File: config.mk
export PLATFORM = sky130hd
export DESIGN_NAME = multi_shape_lfo_top_flat
export DESIGN_NICKNAME = d
export VERILOG_FILES = /design/src/sv/mlfo_pkg.sv /design/src/sv/mlfo_in_if.sv /design/src/sv/mlfo_out_if.sv /design/src/sv/mlfo_useq.sv /design/src/sv/mlfo_dpath.sv /design/src/sv/multi_shape_lfo_top.sv /design/src/flat_wrapper.sv
export SDC_FILE = /design/constraint.sdc
export NUM_CORES = 2
export LEC_CHECK = 0
export BUFFER_PORTS_ARGS = -buffer_cell sky130_fd_sc_hd__buf_2
export CAP_MARGIN = 0
export CORE_MARGIN = 1.5
export CORE_UTILIZATION = 51
export CTS_BUF_LIST = sky130_fd_sc_hd__clkbuf_16
export CTS_CLUSTER_SIZE = 25
export DETAILED_ROUTE_END_ITERATION = 16
export PLACE_DENSITY = 0.66
export SYNTH_ARGS = -nofsm -noshare
export SYNTH_HDL_FRONTEND = slang
export SYNTH_SLANG_ARGS = --single-unit
File: constraint.sdc
create_clock -name clk -period 27.4 [get_ports clk]
set_input_delay 2.74 -clock clk [delete_from_list [all_inputs] [get_ports clk]]
set_output_delay 2.74 -clock clk [all_outputs]
set_load 0.005 [all_outputs]
File: src/sv/mlfo_pkg.sv
// shared types, constants and the control program for the multi-shape lfo
`default_nettype none

package mlfo_pkg;

  // default sine address width
  localparam int SINE_ADDR_BITS_DEF = 10;

  // configuration port
  localparam int CFG_INDEX_W = 8;
  localparam int CFG_DATA_W  = 17;
  localparam logic [CFG_INDEX_W-1:0] CFG_WAVE_SHAPE   = 8'd0;
  localparam logic [CFG_INDEX_W-1:0] CFG_RATE_HZ      = 8'd1;
  localparam logic [CFG_INDEX_W-1:0] CFG_DEPTH_GAIN   = 8'd2;
  localparam logic [CFG_INDEX_W-1:0] CFG_PHASE_OFFSET = 8'd3;

  // register reset values
  localparam logic [15:0] RATE_HZ_RST    = 16'd2048;
  localparam logic [16:0] DEPTH_GAIN_RST = 17'd65536;
  localparam logic [16:0] DEPTH_ONE      = 17'd65536;

  // quarter-sine polynomial in q30
  localparam logic [31:0] Q30_ONE = 32'd1073741824;
  localparam logic [31:0] SIN_C1  = 32'd1686629713;
  localparam logic [31:0] SIN_C3  = 32'd693598668;
  localparam logic [31:0] SIN_C5  = 32'd85569306;
  localparam logic [31:0] SIN_C7  = 32'd5026994;
  localparam logic [31:0] SIN_C9  = 32'd172272;

  // sequencer step counter
  localparam int STEP_W = 5;

  typedef enum logic [1:0] {
    SHAPE_SINE   = 2'd0,
    SHAPE_TRI    = 2'd1,
    SHAPE_SAW    = 2'd2,
    SHAPE_SQUARE = 2'd3
  } shape_t;

  // datapath micro-operations
  typedef enum logic [3:0] {
    OP_NOP,
    OP_MUL_DT,
    OP_ACC,
    OP_PHASE,
    OP_SINX,
    OP_MUL_XX,
    OP_X2,
    OP_MUL_C9,
    OP_SUBC,
    OP_MUL_X2T,
    OP_MUL_XT,
    OP_HALF,
    OP_WAVE,
    OP_MUL_DEPTH,
    OP_OUT
  } uop_t;

  typedef enum logic [1:0] {
    COEF_C7,
    COEF_C5,
    COEF_C3,
    COEF_C1
  } coef_t;

  // jump conditions
  typedef enum logic [1:0] {
    JC_NEXT,
    JC_ALWAYS,
    JC_NOT_SINE,
    JC_END
  } jc_t;

  typedef struct packed {
    uop_t              op;
    coef_t             coef;
    jc_t               jc;
    logic [STEP_W-1:0] target;
  } uword_t;

  // sequencer to datapath
  typedef struct packed {
    logic  load;
    uop_t  op;
    coef_t coef;
  } ctrl_t;

  // datapath to sequencer
  typedef struct packed {
    logic not_sine;
    logic out_busy;
  } status_t;

  localparam logic [STEP_W-1:0] STEP_WAVE  = 5'd16;
  localparam logic [STEP_W-1:0] STEP_DEPTH = 5'd17;
  localparam logic [STEP_W-1:0] STEP_ZERO  = 5'd0;

  // polynomial coefficient by select code
  function automatic logic [31:0] coef_value(coef_t c);
    logic [31:0] v;
    v = SIN_C1;
    case (c)
      COEF_C7: v = SIN_C7;
      COEF_C5: v = SIN_C5;
      COEF_C3: v = SIN_C3;
      default: v = SIN_C1;
    endcase
    return v;
  endfunction

  // control program: one word per step
  function automatic uword_t ucode(logic [STEP_W-1:0] step);
    uword_t w;
    w = '{op: OP_NOP, coef: COEF_C7, jc: JC_END, target: STEP_ZERO};
    case (step)
      5'd0:  w = '{op: OP_MUL_DT,    coef: COEF_C7, jc: JC_NEXT,     target: STEP_ZERO};
      5'd1:  w = '{op: OP_ACC,       coef: COEF_C7, jc: JC_NEXT,     target: STEP_ZERO};
      5'd2:  w = '{op: OP_PHASE,     coef: COEF_C7, jc: JC_NOT_SINE, target: STEP_WAVE};
      5'd3:  w = '{op: OP_SINX,      coef: COEF_C7, jc: JC_NEXT,     target: STEP_ZERO};
      5'd4:  w = '{op: OP_MUL_XX,    coef: COEF_C7, jc: JC_NEXT,     target: STEP_ZERO};
      5'd5:  w = '{op: OP_X2,        coef: COEF_C7, jc: JC_NEXT,     target: STEP_ZERO};
      5'd6:  w = '{op: OP_MUL_C9,    coef: COEF_C7, jc: JC_NEXT,     target: STEP_ZERO};
      5'd7:  w = '{op: OP_SUBC,      coef: COEF_C7, jc: JC_NEXT,     target: STEP_ZERO};
      5'd8:  w = '{op: OP_MUL_X2T,   coef: COEF_C7, jc: JC_NEXT,     target: STEP_ZERO};
      5'd9:  w = '{op: OP_SUBC,      coef: COEF_C5, jc: JC_NEXT,     target: STEP_ZERO};
      5'd10: w = '{op: OP_MUL_X2T,   coef: COEF_C7, jc: JC_NEXT,     target: STEP_ZERO};
      5'd11: w = '{op: OP_SUBC,      coef: COEF_C3, jc: JC_NEXT,     target: STEP_ZERO};
      5'd12: w = '{op: OP_MUL_X2T,   coef: COEF_C7, jc: JC_NEXT,     target: STEP_ZERO};
      5'd13: w = '{op: OP_SUBC,      coef: COEF_C1, jc: JC_NEXT,     target: STEP_ZERO};
      5'd14: w = '{op: OP_MUL_XT,    coef: COEF_C7, jc: JC_NEXT,     target: STEP_ZERO};
      5'd15: w = '{op: OP_HALF,      coef: COEF_C7, jc: JC_ALWAYS,   target: STEP_DEPTH};
      5'd16: w = '{op: OP_WAVE,      coef: COEF_C7, jc: JC_NEXT,     target: STEP_ZERO};
      5'd17: w = '{op: OP_MUL_DEPTH, coef: COEF_C7, jc: JC_NEXT,     target: STEP_ZERO};
      5'd18: w = '{op: OP_OUT,       coef: COEF_C7, jc: JC_END,      target: STEP_ZERO};
      default: w = '{op: OP_NOP, coef: COEF_C7, jc: JC_END, target: STEP_ZERO};
    endcase
    return w;
  endfunction

endpackage

`default_nettype wire

File: src/sv/mlfo_in_if.sv
// input channel: elapsed time per tick
`default_nettype none

interface mlfo_in_if;
  logic        valid;
  logic        ready;
  logic [15:0] elapsed_time;

  modport source (output valid, output elapsed_time, input ready);
  modport sink   (input valid, input elapsed_time, output ready);
endinterface

`default_nettype wire

File: src/sv/mlfo_out_if.sv
// output channel: modulation value
`default_nettype none

interface mlfo_out_if;
  logic        valid;
  logic        ready;
  logic [16:0] mod_value;

  modport source (output valid, output mod_value, input ready);
  modport sink   (input valid, input mod_value, output ready);
endinterface

`default_nettype wire

File: src/sv/mlfo_useq.sv
// microcode sequencer: step counter, program table and jump logic
`default_nettype none

module mlfo_useq
  import mlfo_pkg::*;
(
  input  wire logic    clk,
  input  wire logic    rst,
  input  wire logic    in_valid,
  output logic         in_ready,
  input  wire status_t status,
  output ctrl_t        ctrl
);

  logic              busy;
  logic [STEP_W-1:0] step;
  uword_t            word;
  logic              stall;
  logic              run;

  // fetch the control word of the current step
  assign word     = ucode(step);
  assign stall    = (word.op == OP_OUT) && status.out_busy;
  assign run      = busy && !stall;
  assign in_ready = !busy;

  // drive the datapath
  always_comb begin
    ctrl.load = in_valid && !busy;
    ctrl.op   = run ? word.op : OP_NOP;
    ctrl.coef = word.coef;
  end

  // step counter and jumps
  always_ff @(posedge clk) begin
    if (rst) begin
      busy <= 1'b0;
      step <= STEP_ZERO;
    end else if (!busy) begin
      if (in_valid) begin
        busy <= 1'b1;
        step <= STEP_ZERO;
      end
    end else if (run) begin
      unique case (word.jc)
        JC_NEXT:     step <= step + 1'b1;
        JC_ALWAYS:   step <= word.target;
        JC_NOT_SINE: step <= status.not_sine ? word.target : step + 1'b1;
        JC_END:      busy <= 1'b0;
        default:     busy <= 1'b0;
      endcase
    end
  end

endmodule

`default_nettype wire

File: src/sv/mlfo_dpath.sv
// datapath: config registers, phase accumulator, shared multiplier, wave and output
`default_nettype none

module mlfo_dpath
  import mlfo_pkg::*;
#(
  parameter int SINE_ADDR_BITS = SINE_ADDR_BITS_DEF
) (
  input  wire logic                   clk,
  input  wire logic                   rst,
  input  wire ctrl_t                  ctrl,
  output status_t                     status,
  input  wire logic [15:0]            elapsed_time,
  input  wire logic                   cfg_we,
  input  wire logic [CFG_INDEX_W-1:0] cfg_index,
  input  wire logic [CFG_DATA_W-1:0]  cfg_data,
  output logic                        out_valid,
  input  wire logic                   out_ready,
  output logic [16:0]                 mod_value
);

  localparam int QBITS = SINE_ADDR_BITS - 2;
  localparam int XSH   = 30 - QBITS;

  shape_t      wave_shape;
  logic [15:0] rate_hz;
  logic [16:0] depth_gain;
  logic [15:0] phase_offset;

  logic [15:0] dt;
  logic [31:0] phase_acc;
  logic [31:0] p;
  logic [30:0] x;
  logic [30:0] x2;
  logic [31:0] t;
  logic [1:0]  quad;
  logic [16:0] wave;
  logic [63:0] prod;

  logic [31:0]               mul_a;
  logic [31:0]               mul_b;
  logic [31:0]               prod_q30;
  logic [31:0]               t_clamp;
  logic [15:0]               half;
  logic [16:0]               depth_sat;
  logic [SINE_ADDR_BITS-1:0] addr;
  logic [QBITS-1:0]          quarter_idx;
  logic [QBITS:0]            pos;
  logic [15:0]               p16;
  logic [16:0]               wave_other;

  assign status.not_sine = (wave_shape != SHAPE_SINE);
  assign status.out_busy = out_valid && !out_ready;

  // configuration registers
  always_ff @(posedge clk) begin
    if (rst) begin
      wave_shape   <= SHAPE_SINE;
      rate_hz      <= RATE_HZ_RST;
      depth_gain   <= DEPTH_GAIN_RST;
      phase_offset <= '0;
    end else if (cfg_we) begin
      case (cfg_index)
        CFG_WAVE_SHAPE:   wave_shape   <= shape_t'(cfg_data[1:0]);
        CFG_RATE_HZ:      rate_hz      <= cfg_data[15:0];
        CFG_DEPTH_GAIN:   depth_gain   <= cfg_data;
        CFG_PHASE_OFFSET: phase_offset <= cfg_data[15:0];
        default: ;
      endcase
    end
  end

  // multiplier operand select
  always_comb begin
    mul_a = '0;
    mul_b = '0;
    case (ctrl.op)
      OP_MUL_DT: begin
        mul_a = {16'd0, dt};
        mul_b = {16'd0, rate_hz};
      end
      OP_MUL_XX: begin
        mul_a = {1'b0, x};
        mul_b = {1'b0, x};
      end
      OP_MUL_C9: begin
        mul_a = {1'b0, x2};
        mul_b = SIN_C9;
      end
      OP_MUL_X2T: begin
        mul_a = {1'b0, x2};
        mul_b = t;
      end
      OP_MUL_XT: begin
        mul_a = {1'b0, x};
        mul_b = t;
      end
      OP_MUL_DEPTH: begin
        mul_a = {15'd0, wave};
        mul_b = {15'd0, depth_sat};
      end
      default: ;
    endcase
  end

  // sine address split and quarter mirror
  assign addr        = p[31 -: SINE_ADDR_BITS];
  assign quarter_idx = addr[QBITS-1:0];
  assign pos         = addr[QBITS] ? ((QBITS+1)'(1) << QBITS) - {1'b0, quarter_idx}
                                   : {1'b0, quarter_idx};

  // q30 view of the product, clamp to one for the last polynomial step
  assign prod_q30 = prod[61:30];
  assign t_clamp  = (prod_q30 > Q30_ONE) ? Q30_ONE : prod_q30;
  assign half     = t_clamp[30:15];

  assign depth_sat = (depth_gain > DEPTH_ONE) ? DEPTH_ONE : depth_gain;

  // triangle, saw and square
  assign p16 = p[31:16];
  always_comb begin
    wave_other = '0;
    unique case (wave_shape)
      SHAPE_TRI:    wave_other = p16[15] ? 17'(18'd131072 - {1'b0, p16, 1'b0})
                                         : {p16, 1'b0};
      SHAPE_SAW:    wave_other = {1'b0, p16};
      SHAPE_SQUARE: wave_other = p16[15] ? 17'd0 : DEPTH_ONE;
      SHAPE_SINE:   wave_other = '0;
      default:      wave_other = '0;
    endcase
  end

  // phase accumulator
  always_ff @(posedge clk) begin
    if (rst) begin
      phase_acc <= '0;
    end else if (ctrl.op == OP_ACC) begin
      phase_acc <= phase_acc + {prod[26:0], 5'd0};
    end
  end

  // working registers
  always_ff @(posedge clk) begin
    if (ctrl.load) begin
      dt <= elapsed_time;
    end
    case (ctrl.op) inside
      OP_MUL_DT, OP_MUL_XX, OP_MUL_C9, OP_MUL_X2T, OP_MUL_XT, OP_MUL_DEPTH: begin
        prod <= mul_a * mul_b;
      end
      OP_PHASE: p    <= phase_acc + {phase_offset, 16'd0};
      OP_SINX: begin
        x    <= {pos, XSH'(0)};
        quad <= addr[SINE_ADDR_BITS-1 -: 2];
      end
      OP_X2:   x2   <= prod[60:30];
      OP_SUBC: t    <= coef_value(ctrl.coef) - prod_q30;
      OP_HALF: wave <= quad[1] ? 17'd32768 - {1'b0, half} : 17'd32768 + {1'b0, half};
      OP_WAVE: wave <= wave_other;
      OP_OUT:  mod_value <= prod[32:16];
      default: ;
    endcase
  end

  // result register valid
  always_ff @(posedge clk) begin
    if (rst) begin
      out_valid <= 1'b0;
    end else if (ctrl.op == OP_OUT) begin
      out_valid <= 1'b1;
    end else if (out_ready) begin
      out_valid <= 1'b0;
    end
  end

endmodule

`default_nettype wire

File: src/sv/multi_shape_lfo_top.sv
// top level of the multi-shape lfo
//
//  channel  dir  handshake        payload
//  in_ch    in   valid / ready    elapsed_time [15:0], seconds q0.16
//  out_ch   out  valid / ready    mod_value [16:0], q1.16
//  cfg      in   cfg_we           cfg_index [7:0], cfg_data [16:0]
//
// a sine tick runs 18 program steps and any other shape 6, on one shared 32x32
// multiplier. a finished result sits in the output register while the next
// tick runs. the last step waits if the previous result has not been taken
// yet. synchronous reset clears the phase and loads the register defaults.
`default_nettype none

module multi_shape_lfo_top
  import mlfo_pkg::*;
#(
  parameter int SINE_ADDR_BITS = SINE_ADDR_BITS_DEF
) (
  input  wire logic                   clk,
  input  wire logic                   rst,
  mlfo_in_if.sink                     in_ch,
  mlfo_out_if.source                  out_ch,
  input  wire logic                   cfg_we,
  input  wire logic [CFG_INDEX_W-1:0] cfg_index,
  input  wire logic [CFG_DATA_W-1:0]  cfg_data
);

  ctrl_t   ctrl;
  status_t status;

  // sequencer
  mlfo_useq u_seq (
    .clk      (clk),
    .rst      (rst),
    .in_valid (in_ch.valid),
    .in_ready (in_ch.ready),
    .status   (status),
    .ctrl     (ctrl)
  );

  // datapath
  mlfo_dpath #(
    .SINE_ADDR_BITS (SINE_ADDR_BITS)
  ) u_dpath (
    .clk          (clk),
    .rst          (rst),
    .ctrl         (ctrl),
    .status       (status),
    .elapsed_time (in_ch.elapsed_time),
    .cfg_we       (cfg_we),
    .cfg_index    (cfg_index),
    .cfg_data     (cfg_data),
    .out_valid    (out_ch.valid),
    .out_ready    (out_ch.ready),
    .mod_value    (out_ch.mod_value)
  );

`ifndef NO_ASSERTIONS
  // a tick transfer starts the program, so no second tick next cycle
  a_busy_after_load: assert property (@(posedge clk) disable iff (rst)
    (in_ch.valid && in_ch.ready) |=> !in_ch.ready)
    else $error("input taken while program running");

  // a pending result is never overwritten
  a_no_overwrite: assert property (@(posedge clk) disable iff (rst)
    (ctrl.op == OP_OUT) |-> !(out_ch.valid && !out_ch.ready))
    else $error("result overwritten before transfer");

  // scaled output stays within one
  a_out_range: assert property (@(posedge clk) disable iff (rst)
    out_ch.valid |-> (out_ch.mod_value <= 17'd65536))
    else $error("mod_value above one");
`endif

endmodule

`default_nettype wire
File: src/flat_wrapper.sv
// flat-port wrapper written by rule: the top's interface ports become plain ports
module multi_shape_lfo_top_flat import mlfo_pkg::*;
#(
  parameter int SINE_ADDR_BITS = SINE_ADDR_BITS_DEF
)
  (clk, rst, cfg_we, cfg_index, cfg_data, in_ch_valid, in_ch_elapsed_time, in_ch_ready, out_ch_valid, out_ch_mod_value, out_ch_ready);
  mlfo_in_if in_ch_i ();
  mlfo_out_if out_ch_i ();
  input  wire logic clk;
  input  wire logic rst;
  input  wire logic cfg_we;
  input  wire logic [CFG_INDEX_W-1:0] cfg_index;
  input  wire logic [CFG_DATA_W-1:0] cfg_data;
  input wire logic [$bits(in_ch_i.valid)-1:0] in_ch_valid;
  input wire logic [$bits(in_ch_i.elapsed_time)-1:0] in_ch_elapsed_time;
  output wire logic [$bits(in_ch_i.ready)-1:0] in_ch_ready;
  output wire logic [$bits(out_ch_i.valid)-1:0] out_ch_valid;
  output wire logic [$bits(out_ch_i.mod_value)-1:0] out_ch_mod_value;
  input wire logic [$bits(out_ch_i.ready)-1:0] out_ch_ready;
  assign in_ch_i.valid = in_ch_valid;
  assign in_ch_i.elapsed_time = in_ch_elapsed_time;
  assign in_ch_ready = in_ch_i.ready;
  assign out_ch_valid = out_ch_i.valid;
  assign out_ch_mod_value = out_ch_i.mod_value;
  assign out_ch_i.ready = out_ch_ready;
  multi_shape_lfo_top #(.SINE_ADDR_BITS(SINE_ADDR_BITS)) u_core (.clk(clk), .rst(rst), .in_ch(in_ch_i), .out_ch(out_ch_i), .cfg_we(cfg_we), .cfg_index(cfg_index), .cfg_data(cfg_data));
endmodule
==> qor.yml <==
cts:
  cts_tree: "done"
  cts.sinks: 296
  post_cts_buffers: 0
  cts.clk_slew.worst_paths_ns: 0.07
  hold_buffers: 0
  cts_max_level: 1
  cts-root-buf: "clkbuf_16"
  numCtsBuffers: 30
  insertion_delay_ns: 0.64
  cts_resized: 0
  clockBufferDepth: 3
grt:
  grt_max_degree: 78
  antenna_found_initial: 6
  grt_pass1_vias: 37156
  overflow: 0
  grtUsageTotal_pct: 33.02
  grt_pass1_wl_um: 228300
timing:
  tns_ns: 0
  slew_headroom_pct: 6.289
  tightest_slew_ns: 1.406
  finalHoldViolCount: 0
  setup_viol: 0
  finalClockSkew_ns: 0.07481
  rsz0062_at_grt: "false"
  setup_slack_ns: 16.91
  period_minus_slack_ns: 10.49
  fmax_mhz: 95.29
  fin_crit_sh_pct: 38.30
  finalMaxSlewViolations: 0
yosys:
  yosys_register_bits: 296
  yosysWarnings: 0
  synth_area_leaders: "fa_1, edfxtp_1, ha_1, inv_1, nand2_1"
  yosysTopAreaCell: "fa_1"
  synthArstFlopShare_pct: 0
  synth_common_cells: "inv_1, fa_1, nand2_1, nor2_1, ha_1"
  synth_flop_cell: "edfxtp_1"
  syn-mean-instance-area_um2: 9.173
  yosysSeqAreaShare_pct: 17.20
  synthMostInstantiatedCell: "inv_1"
  synth_edf_count: 201
  synth.distinct_cells: 82
  syn_area_um2: 46150
  syn-num-nets: 6280
  syn_inst: 5031
  synth_top_area_share_pct: 37.65
hold_path:
  hold_start: "u_core.u_dpath.prod[29]"
  holdPathEnd: "u_core.u_dpath.mod_value[13]"
  hp-class: "flip-flop to flip-flop"
  hold_path_depth: 0
route:
  vias: 36090
  via_per_inst: 5.837
  routedWlPerCell_um: 24.25
  drt_first_pass_iters: 7
  drtAntennaViolNets: 0
  drt-initial-drc-count: 3469
  drc: 0
  routed_wl_um: 150000
floorplan:
  initial_core_util_pct: 51.35
  die-height_um: 303.8
  top_level_ports: 65
  die_w_um: 303.8
  fp.coreArea_um2: 89870
  die_area_um2: 92310
  core.rowCount: 110
pwr:
  combPwrFrac_pct: 8.7
  p_clk_share_pct: 43.8
  seqPwrFrac_pct: 47.5
  internal_power_w: 0.0007736
  power_w: 0.001040
  ir_worst_vdd_uv: 53.00
  powerDensity_nw_per_um2: 21.25
  leakage_nw: 23.16
  swShare_pct: 25.65
  p_switching_w: 0.0002669
setup_path:
  max_stage_delay_ns: 0.91
  path_max_fanout: 22
  path_class: "flip-flop to flip-flop"
  reg2reg_to: "u_core.u_dpath.prod[52]"
  crit_top_cell: "fa_1"
  arrival_ns: 10.88
  slowest_stage: "nand2_1"
  end_kind: "flip-flop"
  start_kind: "flip-flop"
  reg2reg_slack_ns: 16.91
  r2r-start: "u_core.u_seq.busy"
  worstPathRequired_ns: 27.78
  rr_worst_depth: 30
layout:
  area_growth_pct: 6.067
  multi_input_area_um2: 33900
  final_util_pct: 54.47
  fillCellCount: 8227
  nets: 6232
  drive_gt1_share_pct: 5.334
  regArea_um2: 7938
placed_design:
  dp_hpwl_um: 115400
  gp_congestion: 0.9704
  place_worst_setup_slack_ns: 17.08
  portBuffers: 64
status:
  status: "finished clean"
run:
  drv_cap: 0
-- metal layers --
layer  share of wire [%]  wire length (um)  vias up  GRT usage [%]
met2                  45             67570     1852          51.93
met3                  10             15600      443          6.776
met1                  39             58200    18247          44.34
met4                 5.7              8530        8          14.71
met5               0.033                49        -              0
li1                    -                 -    15540              -
-- stage by stage --
stage               cells  cell area, um2  hold WS (ns)
finish               6183           48950        0.4308
global route         6182           48950        0.4522
CTS                  6182           48950        0.4292
detailed placement   6127           47870        0.4138
global placement     6127           47870        0.4154
floorplan            5031           46150        0.4003
-- placed cells by master (no fill, tap or decap), drive strengths merged, types with 68 or more instances in the layout --
cell type and instances:
ha 335, inv 934, buf 165, fa 868, xnor2 105, o21ai 86, nand2 718, dfxtp 95
edfxtp 201, a21o 68, a21oi 162, nor2 611
-- layout make-up --
| type | count | area share, % |
|---|---|---|
| repair buffers | 165 | 2.203 |
| well taps | 1176 | 3.006 |
| diodes | 1 | 0.005112 |
| clock inverters | 24 | 0.6134 |
| multi-input cells | 3561 | 69.25 |
| flip-flops and latches | 296 | 16.22 |
| inverters | 929 | 7.124 |
| clock buffers | 31 | 1.585 |
-- critical path: cells and delay by family, from the launching register on --
family | cells | cell delay [ns]
simple gates | 6 | 1.87
buf+inv | 5 | 0.78
xor+xnor | 1 | 0.09
compound gates | 9 | 2.75
flops | 1 | 0.47
fa+ha+maj | 9 | 4.23
-- how the worst max path moves through the flow --
| stage | endpoint | start |
|---|---|---|
| 3_3_place_gp | u_core.u_dpath.prod[58] | u_core.u_seq.busy |
| 5_1_grt | u_core.u_dpath.prod[52] | u_core.u_seq.busy |
| 6_report | u_core.u_dpath.prod[52] | u_core.u_seq.busy |
| 3_5_place_dp | u_core.u_dpath.prod[52] | u_core.u_seq.busy |
| 2_1_floorplan | u_core.u_dpath.prod[55] | u_core.u_seq.busy |
| 4_1_cts | u_core.u_dpath.prod[52] | u_core.u_seq.busy |
-- state kept, by name (all words and copies together), names as in the netlist, 10 cells and up --
signal                       count
u_core.u_dpath.phase_offset     16
u_core.u_seq.word               10
u_core.u_dpath.t                32
u_core.u_dpath.depth_gain       17
u_core.u_dpath.rate_hz          16
u_core.u_dpath.x2               31
u_core.u_dpath.prod             62
u_core.u_dpath.dt               16
u_core.u_dpath.phase_acc        27
u_core.u_dpath.p                16
u_core.u_dpath.wave             17
u_core.u_dpath.mod_value        17
-- power groups by stage --
stage          sequential [W]  combinational [W]  clock [W]
2_1_floorplan        0.000498          0.0000551          0
3_3_place_gp         0.000504          0.0000873          0
3_5_place_dp         0.000504          0.0000879          0
4_1_cts              0.000494          0.0000883   0.000459
5_1_grt              0.000495          0.0000957   0.000477
6_report             0.000494          0.0000904   0.000456
-- cell families after synthesis --
| logic type | Yosys count | share of synthesized area [%] |
|---|---|---|
| simple gates | 1584 | 14.27 |
| fa+ha+maj | 1203 | 46.73 |
| buf+inv | 1174 | 9.578 |
| compound gates | 570 | 8.198 |
| flops | 296 | 17.20 |
| xor+xnor | 151 | 2.866 |
| mux | 53 | 1.152 |
(Power assumes the default switching activity.)
